<file path="src/rtl/hog_cell_orientation_histogram_defines.svh">
// Assertion macros for the HOG cell orientation histogram.
`ifndef HOG_CELL_ORIENTATION_HISTOGRAM_DEFINES_SVH
`define HOG_CELL_ORIENTATION_HISTOGRAM_DEFINES_SVH

// Check that the consequent holds in the same cycle.
`define HOG_ASSERT_SAME(label, ante, cons) \
  label: assert property (@(posedge clk) disable iff (rst) (ante) |-> (cons)) \
    else $error("hog assertion failed in same cycle");

// Check that the consequent holds in the next cycle.
`define HOG_ASSERT_NEXT(label, ante, cons) \
  label: assert property (@(posedge clk) disable iff (rst) (ante) |=> (cons)) \
    else $error("hog assertion failed in next cycle");

`endif

</file>
<file path="src/rtl/hog_pkg.sv">
// Package with constants for the HOG cell orientation histogram.
`timescale 1ns / 1ps
package hog_pkg;
  localparam int BIN_COUNT_DEFAULT = 9;
  localparam int MAG_W             = 16;
  localparam int ANG_W             = 15;
  localparam int ANG_FOLD_W        = 14;
  localparam int HALF_TURN         = 11520;
  localparam int REM_W             = 14;
  localparam int FRAC_W            = 8;
  localparam int RECIP_K           = 11651;
  localparam int RECIP_K_W         = 14;
  localparam int RECIP_SHIFT       = 19;
  localparam int WEIGHT_W          = 25;
  localparam int SUM_W             = 32;
  localparam int BIN_IDX_W         = 4;
  localparam int S_TDATA_W         = 32;
  localparam int M_TDATA_W         = 40;
endpackage

</file>
<file path="src/rtl/hog_cell_orientation_histogram.sv">
// The last pixel of a cell passes stages p1 to p4; the first bin beat is valid once the drain starts.
// Throughput: one pixel per cycle unless stalled, through a four-stage pipeline into the accumulators.
// A cell end hands the sums to a drain buffer that sends BIN_COUNT beats, one per cycle while m_axis_tready is high;
// a second cell end stalls the input until that drain has finished.
// Reset (rst, synchronous): clears pipeline valids, the bin sums and the drain state.
`timescale 1ns / 1ps
`include "hog_cell_orientation_histogram_defines.svh"
module hog_cell_orientation_histogram #(
  parameter int BIN_COUNT = hog_pkg::BIN_COUNT_DEFAULT
) (
  input  logic                         clk,
  input  logic                         rst,
  input  logic                         s_axis_tvalid,
  output logic                         s_axis_tready,
  // [15:0] magnitude, [30:16] angle, [31] zero
  input  logic [hog_pkg::S_TDATA_W-1:0] s_axis_tdata,
  input  logic                         s_axis_tlast,
  output logic                         m_axis_tvalid,
  input  logic                         m_axis_tready,
  // [3:0] bin_index, [35:4] bin_value, [39:36] zero
  output logic [hog_pkg::M_TDATA_W-1:0] m_axis_tdata,
  output logic                         m_axis_tlast
);
  import hog_pkg::*;

  localparam int IDX_W   = $clog2(BIN_COUNT);
  localparam int POS_W   = $clog2(HALF_TURN * BIN_COUNT);
  localparam int PROD_W  = REM_W + RECIP_K_W;
  localparam int M_PAD_W = M_TDATA_W - BIN_IDX_W - SUM_W;

  logic                  advance;
  logic                  stall;
  logic                  acc_en;

  logic                  p1_valid;
  logic [MAG_W-1:0]      p1_mag;
  logic [ANG_W-1:0]      p1_ang;
  logic                  p1_last;

  logic                  p2_valid;
  logic [MAG_W-1:0]      p2_mag;
  logic [IDX_W-1:0]      p2_lower;
  logic [REM_W-1:0]      p2_rem;
  logic                  p2_last;

  logic                  p3_valid;
  logic [MAG_W-1:0]      p3_mag;
  logic [IDX_W-1:0]      p3_lower;
  logic [FRAC_W-1:0]     p3_frac;
  logic                  p3_last;

  logic                  p4_valid;
  logic [IDX_W-1:0]      p4_lower;
  logic [IDX_W-1:0]      p4_upper;
  logic [WEIGHT_W-1:0]   p4_w_lo;
  logic [WEIGHT_W-1:0]   p4_w_hi;
  logic                  p4_last;

  logic [ANG_FOLD_W-1:0] ang_fold;
  logic [POS_W-1:0]      pos;
  logic [IDX_W-1:0]      lower_next;
  logic [REM_W-1:0]      rem_next;
  logic [PROD_W-1:0]     frac_prod;
  logic [FRAC_W-1:0]     frac_next;
  logic [IDX_W-1:0]      upper_next;
  logic [WEIGHT_W-1:0]   w_lo_next;
  logic [WEIGHT_W-1:0]   w_hi_next;

  logic [SUM_W-1:0]      sums [BIN_COUNT];
  logic [SUM_W-1:0]      sums_next [BIN_COUNT];
  logic [SUM_W-1:0]      drain_sums [BIN_COUNT];
  logic                  drain_active;
  logic [IDX_W-1:0]      drain_idx;
  logic                  drain_done;

  // Stall only when a cell end would overwrite a drain still in progress
  assign drain_done    = m_axis_tready && (drain_idx == IDX_W'(BIN_COUNT - 1));
  assign stall         = p4_valid && p4_last && drain_active && !drain_done;
  assign advance       = !stall;
  assign s_axis_tready = advance;
  assign acc_en        = p4_valid && advance;

  // Stage 2: fold to half turn, scale by bin count, split into bin and remainder
  always_comb begin
    if (p1_ang >= ANG_W'(2 * HALF_TURN)) begin
      ang_fold = ANG_FOLD_W'(p1_ang - ANG_W'(2 * HALF_TURN));
    end else if (p1_ang >= ANG_W'(HALF_TURN)) begin
      ang_fold = ANG_FOLD_W'(p1_ang - ANG_W'(HALF_TURN));
    end else begin
      ang_fold = ANG_FOLD_W'(p1_ang);
    end
    pos        = POS_W'(ang_fold) * POS_W'(BIN_COUNT);
    lower_next = '0;
    rem_next   = REM_W'(pos);
    for (int k = 1; k < BIN_COUNT; k++) begin
      if (pos >= POS_W'(k * HALF_TURN)) begin
        lower_next = IDX_W'(k);
        rem_next   = REM_W'(pos - POS_W'(k * HALF_TURN));
      end
    end
  end

  // Stage 3: fraction is remainder divided by 45, by reciprocal
  assign frac_prod = PROD_W'(p2_rem) * PROD_W'(RECIP_K);
  assign frac_next = frac_prod[RECIP_SHIFT +: FRAC_W];

  // Stage 4: interpolation weights and neighbor bin
  assign w_lo_next  = WEIGHT_W'(p3_mag) * (WEIGHT_W'(1 << FRAC_W) - WEIGHT_W'(p3_frac));
  assign w_hi_next  = WEIGHT_W'(p3_mag) * WEIGHT_W'(p3_frac);
  assign upper_next = (p3_lower == IDX_W'(BIN_COUNT - 1)) ? '0 : IDX_W'(p3_lower + 1'b1);

  always_ff @(posedge clk) begin
    if (rst) begin
      p1_valid <= 1'b0;
      p2_valid <= 1'b0;
      p3_valid <= 1'b0;
      p4_valid <= 1'b0;
    end else if (advance) begin
      p1_valid <= s_axis_tvalid;
      p2_valid <= p1_valid;
      p3_valid <= p2_valid;
      p4_valid <= p3_valid;
    end
  end

  always_ff @(posedge clk) begin
    if (advance) begin
      p1_mag   <= s_axis_tdata[MAG_W-1:0];
      p1_ang   <= s_axis_tdata[MAG_W +: ANG_W];
      p1_last  <= s_axis_tlast;
      p2_mag   <= p1_mag;
      p2_lower <= lower_next;
      p2_rem   <= rem_next;
      p2_last  <= p1_last;
      p3_mag   <= p2_mag;
      p3_lower <= p2_lower;
      p3_frac  <= frac_next;
      p3_last  <= p2_last;
      p4_lower <= p3_lower;
      p4_upper <= upper_next;
      p4_w_lo  <= w_lo_next;
      p4_w_hi  <= w_hi_next;
      p4_last  <= p3_last;
    end
  end

  // Stage 5: saturating accumulate into the two touched bins
  always_comb begin
    for (int i = 0; i < BIN_COUNT; i++) begin
      logic [SUM_W:0]    total;
      logic [WEIGHT_W-1:0] add;
      add = '0;
      if (p4_lower == IDX_W'(i)) begin
        add = p4_w_lo;
      end else if (p4_upper == IDX_W'(i)) begin
        add = p4_w_hi;
      end
      total = {1'b0, sums[i]} + (SUM_W + 1)'(add);
      sums_next[i] = total[SUM_W] ? {SUM_W{1'b1}} : total[SUM_W-1:0];
    end
  end

  always_ff @(posedge clk) begin
    if (rst) begin
      for (int i = 0; i < BIN_COUNT; i++) begin
        sums[i] <= '0;
      end
    end else if (acc_en) begin
      for (int i = 0; i < BIN_COUNT; i++) begin
        sums[i] <= p4_last ? '0 : sums_next[i];
      end
    end
  end

  always_ff @(posedge clk) begin
    if (acc_en && p4_last) begin
      for (int i = 0; i < BIN_COUNT; i++) begin
        drain_sums[i] <= sums_next[i];
      end
    end
  end

  always_ff @(posedge clk) begin
    if (rst) begin
      drain_active <= 1'b0;
      drain_idx    <= '0;
    end else if (acc_en && p4_last) begin
      drain_active <= 1'b1;
      drain_idx    <= '0;
    end else if (drain_active && m_axis_tready) begin
      if (drain_done) begin
        drain_active <= 1'b0;
        drain_idx    <= '0;
      end else begin
        drain_idx    <= IDX_W'(drain_idx + 1'b1);
      end
    end
  end

  assign m_axis_tvalid = drain_active;
  assign m_axis_tdata  = {{M_PAD_W{1'b0}}, drain_sums[drain_idx], BIN_IDX_W'(drain_idx)};
  assign m_axis_tlast  = (drain_idx == IDX_W'(BIN_COUNT - 1));

  `HOG_ASSERT_SAME(a_stall_needs_drain, !s_axis_tready, drain_active && p4_valid && p4_last)
  `HOG_ASSERT_NEXT(a_cell_end_starts_drain, acc_en && p4_last,
                   drain_active && drain_idx == '0)
  `HOG_ASSERT_NEXT(a_drain_ends, drain_active && m_axis_tready && m_axis_tlast && !acc_en,
                   !drain_active)
  `HOG_ASSERT_NEXT(a_stall_holds_stage, p4_valid && !s_axis_tready,
                   p4_valid && $stable(p4_lower) && $stable(p4_w_lo))
endmodule

</file>
<file path="config.mk">
export PLATFORM = sky130hd
export DESIGN_NAME = hog_cell_orientation_histogram
export DESIGN_NICKNAME = d
export VERILOG_FILES = /design/src/rtl/hog_pkg.sv /design/src/rtl/hog_cell_orientation_histogram.sv
export VERILOG_INCLUDE_DIRS = /design/src /design/src/rtl
export SDC_FILE = /design/constraint.sdc
export NUM_CORES = 2
export LEC_CHECK = 0
export BUFFER_PORTS_ARGS = -buffer_cell sky130_fd_sc_hd__buf_4
export CORE_MARGIN = 2
export CORE_UTILIZATION = 45
export CTS_CLUSTER_SIZE = 30
export DETAILED_ROUTE_END_ITERATION = 8
export SYNTH_ARGS = -nofsm -noshare
export SYNTH_HDL_FRONTEND = slang
export SYNTH_SLANG_ARGS = --single-unit
</file>
<file path="constraint.sdc">
create_clock -name clk -period 26.5 [get_ports clk]
set_clock_uncertainty 0.1 [all_clocks]
set_input_delay 5.3 -clock clk [delete_from_list [all_inputs] [get_ports clk]]
set_output_delay 5.3 -clock clk [all_outputs]
set_load 0.005 [all_outputs]
</file>
==> impl_results.md <==
* Port bufs at 74
* Latest clock arrival within the worst-skew pair at approximately 0.71 ns
* Root buffer cell: clkbuf_16
* Area delta synth->final at 9.06%
* Detailed placement HPWL at 110 mm
* DR vias/cell at 5.74
* # rows at between 100 and 150
* TritonCTS Buffers at 86
* # fillers at between 10k and 15k
* Crit-path max cell delay at 0.23 ns
* Most frequent cells in the layout: 854 x nand2_1, 729 x edfxtp_1, 521 x a21oi_1
* WL/cell at 21.4 um
* Final Wtd Congestion at about 0.9
* CP Cell Sequence: buf_4, nand2_1, nand4_1, buf_4, buf_4
* Worst slew pin tran at 1.31 ns
* GR Overflow Total at 0
* Post-CTS Resized at 0
* Die Wd at approximately 360 um
* Worst setup path class: primary input to output port
* Avg Inst Size Synth at 10.1 um^2
* Total GRT Usage at between 20 and 25%
* CTS tree: built
* Starting Density at 45.4%
* TNS Setup at 0 ns
* Fmax at 86.9 MHz
* Async S/R FF share, synth at 0%
* Seq/Total Area, Yosys at 39.5%
* Req. time, crit path at ~21 ns
* Remaining DRCs at 0
* Largest net degree at the start of global routing at approximately 200
* Endpoints failing hold at 0
* RSZ-0062 raised after global routing: false
* Slowest cell on crit path: buf_4
* Nets at 6276
* Most common cell after layout, fill and taps aside: nand2_1
* Chip height at between 300 and 400 um
* CORE AREA at 124000 um^2
* DR iter-0 viols at 3683
* Setup crit end kind: output port
* Reg clk slew, reported paths at ~0.050 ns
* H-tree Lvls at 3
* I/O pin count at 80
* Mapped Area at roughly 56000 um^2
* Slew HR at 11.9%
* Antenna viol nets, final at 0
* Period utilization at between 40% and 50%
* Seq cells post-synth at 742
* Max Slew Vio Count at 0
* Antenna cells at 0
* Via count at around 41k
* 1st-pass router iterations at 5
* CP startpoint kind: primary input
* Number of synthesis warnings at 0
* # Max-Cap Violations at 0
* Worst hold path type: flop to flop
* # clock sinks at around 740
* Post-synth cell types at 94
* First-pass GRT wire length at approximately 240 mm
* Number of enable-type register cells in the synthesized netlist at about 730
* Worst-path maximum fanout at 4
* Post-CTS Setup Bufs at 0
* Number of global-route vias before repair at 40.5k
* Worst path most repeated cell: buf_4
* Final Setup Violations at 0
* Layout cells sized above 1 at under 10%
* Die Footprint at about 130000 um^2
* Max Root-Sink Buffers at 3
* Total wire length at roughly 150 mm
* Crit path DAT at 6.11 ns
* Synth Flop Type: edfxtp_1
* Status: finished clean
* Instance count of the mapped netlist at approximately 5.5k
* Initial antenna violation count at 4
* CTS Hold Buffers Added at 0
* Tmin final at approximately 12 ns
sequential cells by signal, summed over array words and instances, names as in the netlist, 4 cells and up, named ones only:
signal / count
p3_frac: 8
p4_w_lo: 25
p2_rem: 14
p1_mag: 16
drain_sums: 288
p4_lower: 4
p3_mag: 16
p2_mag: 16
p2_lower: 4
p1_ang: 15
drain_idx: 4
p3_lower: 4
sums: 288
p4_upper: 4
p4_w_hi: 23
logic make-up after synthesis:
group                    Yosys count  synth area share (%)
adder cells (fa/ha/maj)          721                  19.2
other                              1               0.00669
XOR/XNOR                         271                  4.31
AO/OA/AOI/OAI                   1183                  13.0
flip-flops                       742                  39.5
buffers and inverters            625                  4.25
multiplexers                     129                  3.79
AND/OR/NAND/NOR                 1860                  15.9
routing by layer:
metal / up-vias / track usage (%) / routed length, um
li1: 19500 / - / -
met1: 20200 / 33.4 / 67900
met2: 1443 / 37.9 / 68300
met3: 313 / 4.01 / 10900
met4: 2 / 10.7 / 7420
met5: - / 0 / 13
cell usage after synthesis (11+ instances only):
library cell / count / area share (%)
a21oi_1: 528 / 4.7
o21ai_0: 167 / 1.5
edfxtp_1: 729 / 39
nor2b_1: 43 / 0.48
a21o_1: 115 / 1.5
nand4_1: 19 / 0.21
mux4_2: 64 / 2.6
nand2_1: 854 / 5.7
a211oi_1: 23 / 0.31
xor2_1: 83 / 1.3
dfxtp_1: 13 / 0.46
nor3b_1: 12 / 0.16
nor3_1: 68 / 0.61
nor2_1: 198 / 1.3
buf_1: 41 / 0.27
clkbuf_1: 193 / 1.3
or3_1: 32 / 0.36
a21boi_0: 12 / 0.16
mux2_2: 23 / 0.46
fa_1: 232 / 8.3
and3_1: 61 / 0.68
or2_2: 69 / 0.77
buf_2: 11 / 0.098
mux2i_1: 41 / 0.73
o211ai_1: 19 / 0.25
ha_1: 489 / 11
o31ai_1: 26 / 0.35
nand2b_1: 66 / 0.74
nand3_1: 80 / 0.71
and2_1: 314 / 3.5
xnor2_1: 185 / 2.9
o21bai_1: 39 / 0.52
a31oi_1: 47 / 0.52
inv_1: 373 / 2.5
o21a_1: 78 / 1.0
cell type report:
| type | count | area (um^2) | area share, % |
|---|---|---|---|
| flip-flops and latches | 742 | 22200 | 36.2 |
| repair buffers | 145 | 1110 | 1.82 |
| well taps | 1637 | 2050 | 3.35 |
| inverters | 375 | 1410 | 2.30 |
| clock inverters | 52 | 492 | 0.804 |
| multi-input cells | 4168 | 31700 | 51.8 |
| clock buffers | 104 | 2260 | 3.70 |
path summary, 6_finish.rpt:
path | cells after the start | from | end | slack [ns]
worst min register to register | 0 | p2_mag[12] | p3_mag[12] | 0.32
worst max register to register | 22 | p3_frac[0] | p4_w_lo[23] | 18.82
worst min-delay path | 0 | p2_mag[12] | p3_mag[12] | 0.32
worst max-delay path | 5 | m_axis_tready | s_axis_tready | 14.99
through the flow:
stage	cells	util (%)	cell area [um^2]	hold WS (ns)	worst slack [ns]
after detailed placement	7067	47.2	58400	0.305	14.99
after floorplan	5535	-	56100	0.300	6.01
final	7223	49.5	61200	0.316	14.99
after CTS	7223	49.5	61200	0.318	14.99
after global routing	7223	49.5	61200	0.324	14.94
after global placement	7067	47.2	58400	0.302	14.99
critical path: cells and delay by family:
family	cells	cell delay, ns
buffers and inverters	3	0.52
AND/OR/NAND/NOR	2	0.27
Power is not shown: default switching activity piles up to over one toggle a cycle in this logic, so the estimate is an artifact.
